`src/rtl/core/udfold_pkg.sv`:
```
`timescale 1ns / 1ps

package udfold_pkg;

  // fold_mode codes; the unused code behaves as pass-through
  localparam logic [1:0] MODE_PASS = 2'd0;
  localparam logic [1:0] MODE_ONE  = 2'd1;
  localparam logic [1:0] MODE_TWO  = 2'd2;

  // depth of the queue between front and back, in entries
  localparam int QDEPTH = 4;
  localparam int QAW    = $clog2(QDEPTH);

  // one accepted byte turns into up to three output bytes, slot 0 first
  typedef struct packed {
    logic [1:0]      n;
    logic [2:0][7:0] bytes;
    logic            last;
    logic            changed;
  } entry_t;

  typedef struct packed {
    logic       hit;
    logic       has_two;
    logic [7:0] one;
    logic [7:0] two0;
    logic [7:0] two1;
  } fold_hit_t;

  function automatic fold_hit_t fold_lookup(input logic [7:0] lead, input logic [7:0] trail);
    fold_hit_t r;
    r = '0;
    r.hit = 1'b1;
    case ({lead, trail})
      16'hC384: begin r.one = "A"; r.has_two = 1'b1; r.two0 = "A"; r.two1 = "E"; end
      16'hC396: begin r.one = "O"; r.has_two = 1'b1; r.two0 = "O"; r.two1 = "E"; end
      16'hC39C: begin r.one = "U"; r.has_two = 1'b1; r.two0 = "U"; r.two1 = "E"; end
      16'hC3A4: begin r.one = "a"; r.has_two = 1'b1; r.two0 = "a"; r.two1 = "e"; end
      16'hC3B6: begin r.one = "o"; r.has_two = 1'b1; r.two0 = "o"; r.two1 = "e"; end
      16'hC3BC: begin r.one = "u"; r.has_two = 1'b1; r.two0 = "u"; r.two1 = "e"; end
      16'hC39F: begin r.one = "s"; r.has_two = 1'b1; r.two0 = "s"; r.two1 = "s"; end
      16'hC590: r.one = "O";
      16'hC5B0: r.one = "U";
      16'hC381: r.one = "A";
      16'hC486: r.one = "C";
      16'hC389: r.one = "E";
      16'hC38D: r.one = "I";
      16'hC583: r.one = "N";
      16'hC393: r.one = "O";
      16'hC59A: r.one = "S";
      16'hC39A: r.one = "U";
      16'hC5B9: r.one = "Z";
      16'hC484: r.one = "A";
      16'hC498: r.one = "E";
      16'hC5BB: r.one = "Z";
      16'hC581: r.one = "L";
      16'hC591: r.one = "o";
      16'hC5B1: r.one = "u";
      16'hC3A1: r.one = "a";
      16'hC487: r.one = "c";
      16'hC3A9: r.one = "e";
      16'hC3AD: r.one = "i";
      16'hC584: r.one = "n";
      16'hC3B3: r.one = "o";
      16'hC59B: r.one = "s";
      16'hC3BA: r.one = "u";
      16'hC5BA: r.one = "z";
      16'hC485: r.one = "a";
      16'hC499: r.one = "e";
      16'hC5BC: r.one = "z";
      16'hC582: r.one = "l";
      default:  r.hit = 1'b0;
    endcase
    return r;
  endfunction

endpackage

```
`src/rtl/core/udfold_front.sv`:
```
`timescale 1ns / 1ps

module udfold_front (
  input  logic                clk_i,
  input  logic                rst_ni,
  input  logic                cfg_valid_i,
  input  logic [1:0]          cfg_data_i,
  input  logic                accept_i,
  input  logic [7:0]          byte_i,
  input  logic                eos_i,
  output udfold_pkg::entry_t  entry_o,
  output logic                push_o
);

  logic [1:0] mode_q;
  logic [7:0] first_q, first_d;
  logic [7:0] second_q, second_d;
  logic [1:0] held_cnt_q, held_cnt_d;
  logic       any_q, any_d;

  logic                  folding;
  logic                  cont;
  logic                  fresh_hold;
  logic [7:0]            pair_trail;
  udfold_pkg::fold_hit_t hit;
  logic [1:0]            pair_n;
  logic [7:0]            pair0, pair1;
  logic                  pair_rep;
  logic                  rep_new;
  udfold_pkg::entry_t    e;

  assign folding    = (mode_q == udfold_pkg::MODE_ONE) || (mode_q == udfold_pkg::MODE_TWO);
  assign cont       = (byte_i[7:6] == 2'b10);
  assign fresh_hold = !eos_i && (byte_i >= 8'hC3) && (byte_i <= 8'hC5);
  assign pair_trail = (held_cnt_q == 2'd1) ? byte_i : second_q;
  assign hit        = udfold_pkg::fold_lookup(first_q, pair_trail);

  always_comb begin
    pair_n   = 2'd2;
    pair0    = first_q;
    pair1    = pair_trail;
    pair_rep = 1'b0;
    if (hit.hit && mode_q == udfold_pkg::MODE_ONE) begin
      pair_n   = 2'd1;
      pair0    = hit.one;
      pair_rep = 1'b1;
    end else if (hit.hit && hit.has_two) begin
      pair0    = hit.two0;
      pair1    = hit.two1;
      pair_rep = 1'b1;
    end
  end

  always_comb begin
    e          = '0;
    held_cnt_d = 2'd0;
    first_d    = first_q;
    second_d   = second_q;
    rep_new    = any_q;
    if (!folding) begin
      case (held_cnt_q)
        2'd1: begin
          e.bytes[0] = first_q;
          e.bytes[1] = byte_i;
          e.n        = 2'd2;
        end
        2'd2: begin
          e.bytes = {byte_i, second_q, first_q};
          e.n     = 2'd3;
        end
        default: begin
          e.bytes[0] = byte_i;
          e.n        = 2'd1;
        end
      endcase
    end else begin
      case (held_cnt_q)
        2'd1: begin
          if (cont) begin
            if (eos_i) begin
              e.bytes[0] = pair0;
              e.bytes[1] = pair1;
              e.n        = pair_n;
              rep_new    = any_q | pair_rep;
            end else begin
              second_d   = byte_i;
              held_cnt_d = 2'd2;
            end
          end else begin
            e.bytes[0] = first_q;
            if (fresh_hold) begin
              first_d    = byte_i;
              held_cnt_d = 2'd1;
              e.n        = 2'd1;
            end else begin
              e.bytes[1] = byte_i;
              e.n        = 2'd2;
            end
          end
        end
        2'd2: begin
          if (cont) begin
            e.bytes = {byte_i, second_q, first_q};
            e.n     = 2'd3;
          end else begin
            // the held character ends here, fold it then look at this byte
            e.bytes[0] = pair0;
            e.bytes[1] = pair1;
            rep_new    = any_q | pair_rep;
            if (fresh_hold) begin
              first_d    = byte_i;
              held_cnt_d = 2'd1;
              e.n        = pair_n;
            end else if (pair_n == 2'd1) begin
              e.bytes[1] = byte_i;
              e.n        = 2'd2;
            end else begin
              e.bytes[2] = byte_i;
              e.n        = 2'd3;
            end
          end
        end
        default: begin
          if (fresh_hold) begin
            first_d    = byte_i;
            held_cnt_d = 2'd1;
          end else begin
            e.bytes[0] = byte_i;
            e.n        = 2'd1;
          end
        end
      endcase
    end
    e.last    = eos_i;
    e.changed = eos_i & (!folding | rep_new);
    any_d     = eos_i ? 1'b0 : rep_new;
  end

  assign entry_o = e;
  assign push_o  = accept_i && (e.n != 2'd0);

  always_ff @(posedge clk_i or negedge rst_ni) begin
    if (!rst_ni) begin
      mode_q     <= udfold_pkg::MODE_PASS;
      first_q    <= '0;
      second_q   <= '0;
      held_cnt_q <= '0;
      any_q      <= 1'b0;
    end else begin
      if (cfg_valid_i) begin
        mode_q <= cfg_data_i;
      end
      if (accept_i) begin
        first_q    <= first_d;
        second_q   <= second_d;
        held_cnt_q <= held_cnt_d;
        any_q      <= any_d;
      end
    end
  end

`ifndef SYNTHESIS
  a_pass_holds_nothing: assert property (@(posedge clk_i) disable iff (!rst_ni)
    accept_i && !folding |=> held_cnt_q == 2'd0)
    else $error("bytes held in pass-through mode");

  a_eos_flushes: assert property (@(posedge clk_i) disable iff (!rst_ni)
    accept_i && eos_i |=> held_cnt_q == 2'd0 && !any_q)
    else $error("state left over after end of string");

  a_eos_has_output: assert property (@(posedge clk_i) disable iff (!rst_ni)
    accept_i && eos_i |-> push_o)
    else $error("end of string produced no byte");
`endif

endmodule

```
`src/rtl/core/udfold_queue.sv`:
```
`timescale 1ns / 1ps

module udfold_queue (
  input  logic               clk_i,
  input  logic               rst_ni,
  input  logic               push_i,
  input  udfold_pkg::entry_t entry_i,
  output logic               ready_o,
  input  logic               pop_i,
  output logic               valid_o,
  output udfold_pkg::entry_t head_o
);

  udfold_pkg::entry_t mem_q [udfold_pkg::QDEPTH];

  logic [udfold_pkg::QAW-1:0] wr_ptr_q, rd_ptr_q;
  logic [udfold_pkg::QAW:0]   cnt_q;

  assign ready_o = (cnt_q != (udfold_pkg::QAW + 1)'(udfold_pkg::QDEPTH));
  assign valid_o = (cnt_q != '0);
  assign head_o  = mem_q[rd_ptr_q];

  always_ff @(posedge clk_i) begin
    if (push_i) begin
      mem_q[wr_ptr_q] <= entry_i;
    end
  end

  always_ff @(posedge clk_i or negedge rst_ni) begin
    if (!rst_ni) begin
      wr_ptr_q <= '0;
      rd_ptr_q <= '0;
      cnt_q    <= '0;
    end else begin
      if (push_i) begin
        wr_ptr_q <= wr_ptr_q + 1'b1;
      end
      if (pop_i) begin
        rd_ptr_q <= rd_ptr_q + 1'b1;
      end
      case ({push_i, pop_i})
        2'b10:   cnt_q <= cnt_q + 1'b1;
        2'b01:   cnt_q <= cnt_q - 1'b1;
        default: cnt_q <= cnt_q;
      endcase
    end
  end

endmodule

```
`src/rtl/core/udfold_back.sv`:
```
`timescale 1ns / 1ps

module udfold_back (
  input  logic               clk_i,
  input  logic               rst_ni,
  input  logic               valid_i,
  input  udfold_pkg::entry_t head_i,
  output logic               pop_o,
  output logic               tvalid_o,
  input  logic               tready_i,
  output logic [7:0]         tdata_o,
  output logic               tlast_o,
  output logic               tuser_o
);

  logic [1:0] idx_q, idx_d;
  logic       final_byte;
  logic       xfer;

  assign final_byte = (idx_q == head_i.n - 2'd1);
  assign xfer       = valid_i && tready_i;
  assign tvalid_o   = valid_i;
  assign tdata_o    = head_i.bytes[idx_q];
  // end-of-string marks go on the last byte of the final entry only
  assign tlast_o    = head_i.last & final_byte;
  assign tuser_o    = head_i.changed & final_byte;
  assign pop_o      = xfer && final_byte;

  always_comb begin
    idx_d = idx_q;
    if (xfer) begin
      idx_d = final_byte ? 2'd0 : idx_q + 2'd1;
    end
  end

  always_ff @(posedge clk_i or negedge rst_ni) begin
    if (!rst_ni) begin
      idx_q <= '0;
    end else begin
      idx_q <= idx_d;
    end
  end

`ifndef SYNTHESIS
  a_head_not_empty: assert property (@(posedge clk_i) disable iff (!rst_ni)
    valid_i |-> head_i.n != 2'd0 && idx_q < head_i.n)
    else $error("slot index outside queued entry");

  a_idle_index_zero: assert property (@(posedge clk_i) disable iff (!rst_ni)
    !valid_i |-> idx_q == 2'd0)
    else $error("slot index not cleared between entries");
`endif

endmodule

```
`src/rtl/core/utf8_diacritic_folder.sv`:
```
`timescale 1ns / 1ps

// utf8 diacritic folder
// s_axis carries one string byte per transfer, tlast on the final byte of a
// string. m_axis returns the folded string one byte per transfer, tlast on its
// final byte and tuser set there if anything was replaced (or in pass-through).
// cfg_valid_i/cfg_data_i write fold_mode (0 pass, 1 single letter, 2 expanded
// spelling); cfg_ready_o is always high. The user writes only while the block
// is idle; the block itself does not enforce this. The front end classifies
// each byte against up to two held bytes and pushes a group of 1 to 3 output
// bytes into a four-entry queue; the back end sends the group out one byte per
// cycle while m_axis_tready is high. A byte that is not held is written into
// the queue on its transfer and reaches m_axis once earlier entries are sent.
// A candidate lead byte and its continuation are held until the next byte or
// the end of the string shows where the character ends. Throughput: one input
// byte per cycle while every group is a single byte and m_axis_tready is high;
// bigger groups go out byte by byte; s_axis_tready drops once the queue is full.
// Reset clears the mode to pass-through, the held bytes and the queue.
// When m_axis_tready is low the output holds and the queue fills.
module utf8_diacritic_folder (
  input  logic       clk_i,
  input  logic       rst_ni,
  input  logic       cfg_valid_i,
  output logic       cfg_ready_o,
  input  logic [1:0] cfg_data_i,
  input  logic       s_axis_tvalid,
  output logic       s_axis_tready,
  input  logic [7:0] s_axis_tdata,   // byte_in
  input  logic       s_axis_tlast,
  output logic       m_axis_tvalid,
  input  logic       m_axis_tready,
  output logic [7:0] m_axis_tdata,   // byte_out
  output logic       m_axis_tlast,
  output logic [0:0] m_axis_tuser    // string_changed
);

  udfold_pkg::entry_t entry, head;
  logic               push, pop, q_ready, q_valid, accept;

  assign cfg_ready_o   = 1'b1;
  assign s_axis_tready = q_ready;
  assign accept        = s_axis_tvalid && q_ready;

  udfold_front u_front (
    .clk_i       (clk_i),
    .rst_ni      (rst_ni),
    .cfg_valid_i (cfg_valid_i),
    .cfg_data_i  (cfg_data_i),
    .accept_i    (accept),
    .byte_i      (s_axis_tdata),
    .eos_i       (s_axis_tlast),
    .entry_o     (entry),
    .push_o      (push)
  );

  udfold_queue u_queue (
    .clk_i   (clk_i),
    .rst_ni  (rst_ni),
    .push_i  (push),
    .entry_i (entry),
    .ready_o (q_ready),
    .pop_i   (pop),
    .valid_o (q_valid),
    .head_o  (head)
  );

  udfold_back u_back (
    .clk_i    (clk_i),
    .rst_ni   (rst_ni),
    .valid_i  (q_valid),
    .head_i   (head),
    .pop_o    (pop),
    .tvalid_o (m_axis_tvalid),
    .tready_i (m_axis_tready),
    .tdata_o  (m_axis_tdata),
    .tlast_o  (m_axis_tlast),
    .tuser_o  (m_axis_tuser[0])
  );

endmodule

```
`config.mk`:
```
export PLATFORM = sky130hd
export DESIGN_NAME = utf8_diacritic_folder
export DESIGN_NICKNAME = d
export VERILOG_FILES = /design/src/rtl/core/udfold_pkg.sv /design/src/rtl/core/udfold_front.sv /design/src/rtl/core/udfold_queue.sv /design/src/rtl/core/udfold_back.sv /design/src/rtl/core/utf8_diacritic_folder.sv
export SDC_FILE = /design/constraint.sdc
export NUM_CORES = 1
export LEC_CHECK = 0
export BUFFER_PORTS_ARGS = -buffer_cell sky130_fd_sc_hd__buf_4
export CAP_MARGIN = 20
export CORE_UTILIZATION = 55
export DETAILED_ROUTE_END_ITERATION = 10
export HOLD_SLACK_MARGIN = 0.06
export PLACE_DENSITY_LB_ADDON = 0.05
export SKIP_CTS_REPAIR_TIMING = 1
export SLEW_MARGIN = 20
export SYNTH_ARGS = -nofsm -noshare
export SYNTH_HDL_FRONTEND = slang
export SYNTH_SLANG_ARGS = --single-unit
export TNS_END_PERCENT = 10
```
`constraint.sdc`:
```
create_clock -name clk_i -period 7.5 [get_ports clk_i]
set_input_delay 0.375 -clock clk_i [delete_from_list [all_inputs] [get_ports clk_i]]
set_output_delay 0.375 -clock clk_i [all_outputs]
set_load 0.005 [all_outputs]
```
Word-level counts from Yosys, hierarchy flattened --
Memories as Yosys holds them, arrays and structs flattened. Index checks and enable logic that the tools add are counted.
Word-level totals: register bits after elaboration 30, RAM bits 112, input bits 16, memories 1
Operators by class: $add $sub $neg 6, $lt $le $gt $ge 3, eq/ne operators 48, mux-type cells 55, bitwise gates (word level) 6, reduce and logical (&&, ||, !) cells 30
Memory list:
- u_queue.mem_q | words 4, bits a word 28, rd ports 1, clocked after memory_dff 0, wr ports 1, line udfold_queue.sv:14 | udfold_pkg::entry_t mem_q [udfold_pkg::QDEPTH];
Operators with widths (count):
- $eq 16x16->1 const B | 37
- $pmux 7 s20 | 1
- $mux 8 | 15
- $pmux 15 s7 | 1
- $mux 26 | 2
- $mux 16 | 3
- $pmux 8 s2 | 3
- $reduce_or 37->1 | 1
- $mux 2 | 9
- $reduce_or 3->1 | 6
- $bmux 8 s2 | 1
- $mux 1 | 15
- $pmux 2 s2 | 3
- $reduce_or 2->1 | 6
- $eq 2x1->1 const B | 4
- $eq 2x2->1 const B | 4
- $ge 8x8->1 const B | 1
- $le 8x8->1 const B | 1
- $logic_and 1x1->1 | 8
- $reduce_or 7->1 | 1
- $add 2x1->2 const B | 3
- $pmux 3 s2 | 1
- $reduce_and 5->1 | 1
- $reduce_bool 2->1 | 2
- 15 further kinds | 19

Longest topological paths before layout --
depth after elaboration 17, mapped depth 26, gate-level depth less buffers 24

Modules after synthesis --
Synthesis repeated with hierarchy kept, for this count alone.
Second synthesis, totals: cells, all modules 707, area, all modules 8330.5 µm²
By module, submodules not included:
- udfold_queue | instances 1, cells an instance 182, area each 4440.5 µm², sequential area each 3538.4 µm²
- udfold_front | instances 1, cells an instance 476, area each 3535.9 µm², sequential area each 525.5 µm²
- udfold_back | instances 1, cells an instance 46, area each 336.6 µm², sequential area each 50.0 µm²
- utf8_diacritic_folder | instances 1, cells an instance 3, area each 17.5 µm², sequential area each 0.0 µm²

Worst setup path after synthesis --
Ideal clock, no wire load.
path type flip-flop to flip-flop, start point register u_front.held_cnt_q[0], end point register u_queue.cnt_q[2] in the netlist's numbering, library setup time 79 ps, arrival time 5280 ps, data required time 7421 ps, slack 2140 ps, cell stages (with the launch flop) 26, buffers on the path 3, period minus slack after synthesis 5360 ps, path through dfrtp_1 > ha_1 > and3b_4 > o2111ai_4 > buf_2 > clkbuf_1 > buf_1 > nor4_1 > a211oi_1 > nand3_1 > a2111oi_0 > nor2_1 > ha_1 > a21oi_1 > or3_1 > a31oi_1 > nand4b_1 > nor2b_1 > o41a_4 > inv_1 > ha_1 > inv_1 > fa_1 > xor2_1 > nor2_1 > xor2_1
On the way: word-level cells in the longest chain between the ends 17, elaborated cells on any way between the ends 59, classes of those cells eq/ne (42); mux (12); reduce/logical (5)
RTL lines:
- start: declaration | line udfold_front.sv:18 | logic [1:0] held_cnt_q, held_cnt_d;
- start signal: assignment | line udfold_front.sv:156 | held_cnt_q <= held_cnt_d;
- $eq 2x1->1 | line udfold_front.sv:35, udfold_front.sv:61, udfold_front.sv:77
- $mux 8 | line udfold_front.sv:35 | assign pair_trail = (held_cnt_q == 2'd1) ? byte_i : second_q;
- $eq 16x16->1 | line udfold_pkg.sv:34 | case ({lead, trail})
- $reduce_or 37->1 (no source line)
- $mux 1 | line udfold_pkg.sv:34
- $logic_and 1x1->1 | line udfold_front.sv:43 | if (hit.hit && mode_q == udfold_pkg::MODE_ONE) begin
- $mux 2 | line udfold_front.sv:43
- $eq 2x1->1 | line udfold_front.sv:114 | end else if (pair_n == 2'd1) begin
- $mux 1 | line udfold_front.sv:114
- $mux 2 | line udfold_front.sv:110 | if (fresh_hold) begin
- $mux 26 | line udfold_front.sv:102 | if (cont) begin
- $pmux 2 s2 | line udfold_front.sv:77 | case (held_cnt_q)
- $mux 26 * | line udfold_front.sv:60 | if (!folding) begin
- $reduce_bool 2->1 * | line udfold_front.sv:140 | assign push_o = accept_i && (e.n != 2'd0);
- $logic_and 1x1->1 * | line udfold_front.sv:140
- $eq 2x1->1 / $eq 2x2->1 (equally long branches) | line udfold_queue.sv:41 | case ({push_i, pop_i})
- $pmux 3 s2 / $reduce_bool 2->1 (equally long branches)
- end signal: assignment | line udfold_queue.sv:42 | 2'b10: cnt_q <= cnt_q + 1'b1;
- end signal: assignment | line udfold_queue.sv:43 | 2'b01: cnt_q <= cnt_q - 1'b1;
- end signal: assignment | line udfold_queue.sv:44 | default: cnt_q <= cnt_q;
- end: declaration | line udfold_queue.sv:17 | logic [udfold_pkg::QAW:0] cnt_q;
Every way passes the cells marked *; elsewhere a longest branch is shown, timed or not. A chain may end at the register's enable or synchronous reset.

Final worst setup path --
start point register u_front.held_cnt_q[1], end point register u_queue.cnt_q[2] in the netlist's numbering
The elaborated chain is that of the path after synthesis.

==> results by group <==
Synthesis
  • Synth Area per Inst: 11.12 sq um
  • Cells after Synth: 762
  • Synth warn: 0
  • Synthesis-stage register bit count: 142
  • Synth Cell Area: 0.008476 sq mm
  • Sequential share of the synthesized area: 48.54%
  • Synth unique cells: 85
  • Post-synth EDFFs: 112
  • Main synth FF type: edfxtp_1
  • Async S/R FF share, synth: 21.13%
  • Synthesized Nets: 789

Global routing
  • Total Routing Usage GR: 34.43%
  • Antenna violations before repair: 0
  • Total gr overflow: 0
  • Number of global-route vias before repair: 6685
  • First-pass GRT wire length: 40430 um
  • Largest net degree at the start of global routing: 37

CTS
  • Sinks on Clock Net: 142
  • Cell chosen for the clock root: clkbuf_16
  • Worst skew pair latency: 430 ps
  • Total CTS buffers: 17
  • Depth of the CTS H-tree: 4
  • Clock Path Buffers: 2
  • CTS tree: built
  • CTS clock-pin slew for the worst setup and hold paths: 60 ps

Timing
  • Max Clk Rate: 156.1 MHz
  • Final setup violation count: 0
  • Final period util: 85.42%
  • Worst-Margin Slew: 1028 ps
  • Worst setup margin: 1093 ps
  • Fin crit period: 6407 ps
  • Max-slew violation count: 0
  • RSZ-0062 raised after global routing: no
  • Final Skew: 11.90 ps
  • Setup_tns: 0 ps
  • Slew HR: 29.69%
  • Fin. Hold Viols: 0

Pwr
  • Switching Share: 30.77%
  • Clock group share of total power: 32.8%
  • Psw: 837.8 uW
  • PD cells: 288.4 mW/mm^2
  • Pleak: 0.003341 uW
  • Combinational Power Share: 28.1%
  • Cell-internal power: 1885 uW
  • Sequential share of power: 39.1%
  • Peak VDD IR: 0.1597 mV

Setup path
  • Crit-path max FO: 27
  • CP top delay family: compound AO/OA/AOI/OAI gates
  • Critical Path Max Stage Delay: 720 ps
  • CP Cell Sequence: inv_1 -> ha_1 -> nor3b_2 -> o2111ai_4 -> or2_1 -> a21oi_1 -> a211oi_1 -> nand3_1 -> a2111oi_0 -> nor2_1 -> ha_1 -> a21oi_1 -> or3_1 -> a31oi_1 -> nand4b_1 -> nor2b_1 -> o41a_4 -> inv_1 -> ha_1 -> inv_1 -> fa_1 -> xor2_1 -> nor2_1 -> xor2_1
  • Worst Path Buf+Inv: 3
  • CP required: 7850 ps
  • CP max-delay cell: a2111oi_0
  • Worst setup SP type: register
  • Critical path capture point type: register
  • Kind of critical path: register to register
  • Critical Path AT: 6760 ps

Drt
  • First-pass DRT Iterations: 6
  • Initial DRC count: 905
  • Drt via density: 7.323
  • Final ANT Viol Nets: 0
  • Routed len/inst: 27.58 um
  • DR DRC count: 0
  • Total number of vias: 7125
  • Final WL: 26840 um

Place
  • Pre-CTS WS: 1229 ps
  • PortBufs: 27
  • Placer Congestion: 1.091
  • DP Wirelength: 18140 um

Floorplanning
  • Die height: 126.1 um
  • Die W: 126.1 um
  • I/O Pins: 29
  • FP Rows: 45
  • Initial Utilization: 55.96%
  • Core area: 0.01515 sq mm
  • Die area: 0.01591 sq mm

Hold path
  • Tightest Hold Check Type: input pin to register

Final layout
  • Multi-input gate area: 0.004035 sq mm
  • Synth-to-Final Area Change: 11.40%
  • Filler cell count: 1165
  • Share of cells above drive strength 1: 17.96%
  • Ant diodes: 0
  • FF+latch area: 0.004115 sq mm
  • Net count, final: 799

Status
  • Status: complete, no violations

Job
  • Total of max-cap violations: 0
-- routing by layer --
layer | up-vias | wire [um] | track usage (%)
met4 | 0 | 1335 | 16.73
li1 | 3008 | - | -
met5 | - | 0 | 0
met3 | 127 | 2808 | 6.797
met1 | 3443 | 10200 | 44.86
met2 | 547 | 12490 | 55.35
-- worst paths after layout --
check | start | end | slack [ps] | depth (start not counted)
worst max-delay path | u_front.held_cnt_q[1] | u_queue.cnt_q[2] | 1090 | 24
worst max register to register | u_front.held_cnt_q[1] | u_queue.cnt_q[2] | 1090 | 24
worst min register to register | u_front.any_q | u_front.any_q | 490 | 2
worst min-delay path | cfg_valid_i | u_front.mode_q[1] | 150 | 2
min in group asynchronous | rst_ni | u_queue.cnt_q[2] | 470 | 2
max in group asynchronous | rst_ni | u_queue.rd_ptr_q[0] | 6720 | 2
-- cells in the mapped netlist (12+ instances only) --
| library cell | instances | area share, % |
|---|---|---|
| edfxtp_1 | 112 | 40 |
| nand2_1 | 69 | 3.1 |
| nor2_1 | 47 | 2.1 |
| clkbuf_1 | 36 | 1.6 |
| o21ai_0 | 34 | 2.0 |
| dfrtp_1 | 30 | 8.9 |
| a21oi_1 | 29 | 1.7 |
| mux4_2 | 28 | 7.4 |
| inv_1 | 26 | 1.2 |
| nand3_1 | 24 | 1.4 |
| mux2i_1 | 19 | 2.2 |
| nor4_1 | 19 | 1.4 |
| nor3_1 | 18 | 1.1 |
| o22ai_1 | 16 | 1.2 |
| a31oi_1 | 15 | 1.1 |
| a211oi_1 | 12 | 1.1 |
| mux2_2 | 12 | 1.6 |
| o211ai_1 | 12 | 1.1 |
-- placed cells by master, fill, tap and decap left out, types with 5 or more instances in the layout --
cell       instances
and3_1             5
nor2b_1           11
nor2_1            47
mux2i_1           19
o22ai_1           16
a21oi_1           29
nand4_1            7
nand2b_1           9
or3_1             11
buf_4             43
o21ai_0           34
mux2_2            12
nand2_1           69
a22oi_1            6
nor4_1            19
a211oi_1          12
nor3_1            18
o31ai_1            5
nand3_1           24
and2_1            10
dfrtp_1           29
o21a_1             6
clkbuf_16         17
ha_1              10
edfxtp_1         112
a31oi_1           15
and3b_1            5
inv_1             26
o211ai_1          12
mux4_2            28
-- power groups by stage --
stage	clock, uW	sequential, uW	combinational [uW]
after floorplan	0	1040	536
after global placement	0	1060	732
after detailed placement	0	1070	756
after CTS	899	1060	770
after global routing	930	1070	825
final	894	1070	765
-- registers in the layout, indices dropped and copies added, names as in the netlist --
register	cells
u_back.idx_q	2
u_front.any_q	1
u_front.first_q	8
u_front.held_cnt_q	2
u_front.mode_q	2
u_front.second_q	8
u_queue.cnt_q	3
u_queue.mem_q	112
u_queue.rd_ptr_q	2
u_queue.wr_ptr_q	2
-- layout make-up --
class	count	share of cell area, %
timing repair buffer	44	3.525
clock buffer	19	4.691
sequential	142	43.59
clock inverter	13	1.895
tap	188	2.491
multi-input combinational	540	42.74
inverter	27	1.073
-- cell families (layout without fill, tap and decap cells) --
family | count (synthesis) | after routing | synth area share, %
multiplexers | 60 | 60 | 11.46
XOR/XNOR | 7 | 7 | 0.7234
AO/OA/AOI/OAI | 196 | 196 | 16.92
adder cells (fa/ha/maj) | 11 | 11 | 1.712
buffers and inverters | 80 | 103 | 3.853
other | 1 | 1 | 0.04424
AND/OR/NAND/NOR | 265 | 265 | 16.76
flip-flops | 142 | 142 | 48.54
-- metrics by stage --
step                utilization, %  cell area (sq um)  power (uW)  hold slack [ps]  std cells
detailed placement           58.17               8810        1828            319.9        940
global route                 62.34               9442        2827            168.9        973
finish                       62.34               9442        2723            150.0        973
global placement             58.17               8810        1792            314.4        940
floorplan                        -               8476        1571            79.41        762
CTS                          62.27               9432        2732           -124.4        972
No activity file was read; power rests on OpenSTA's default activity.
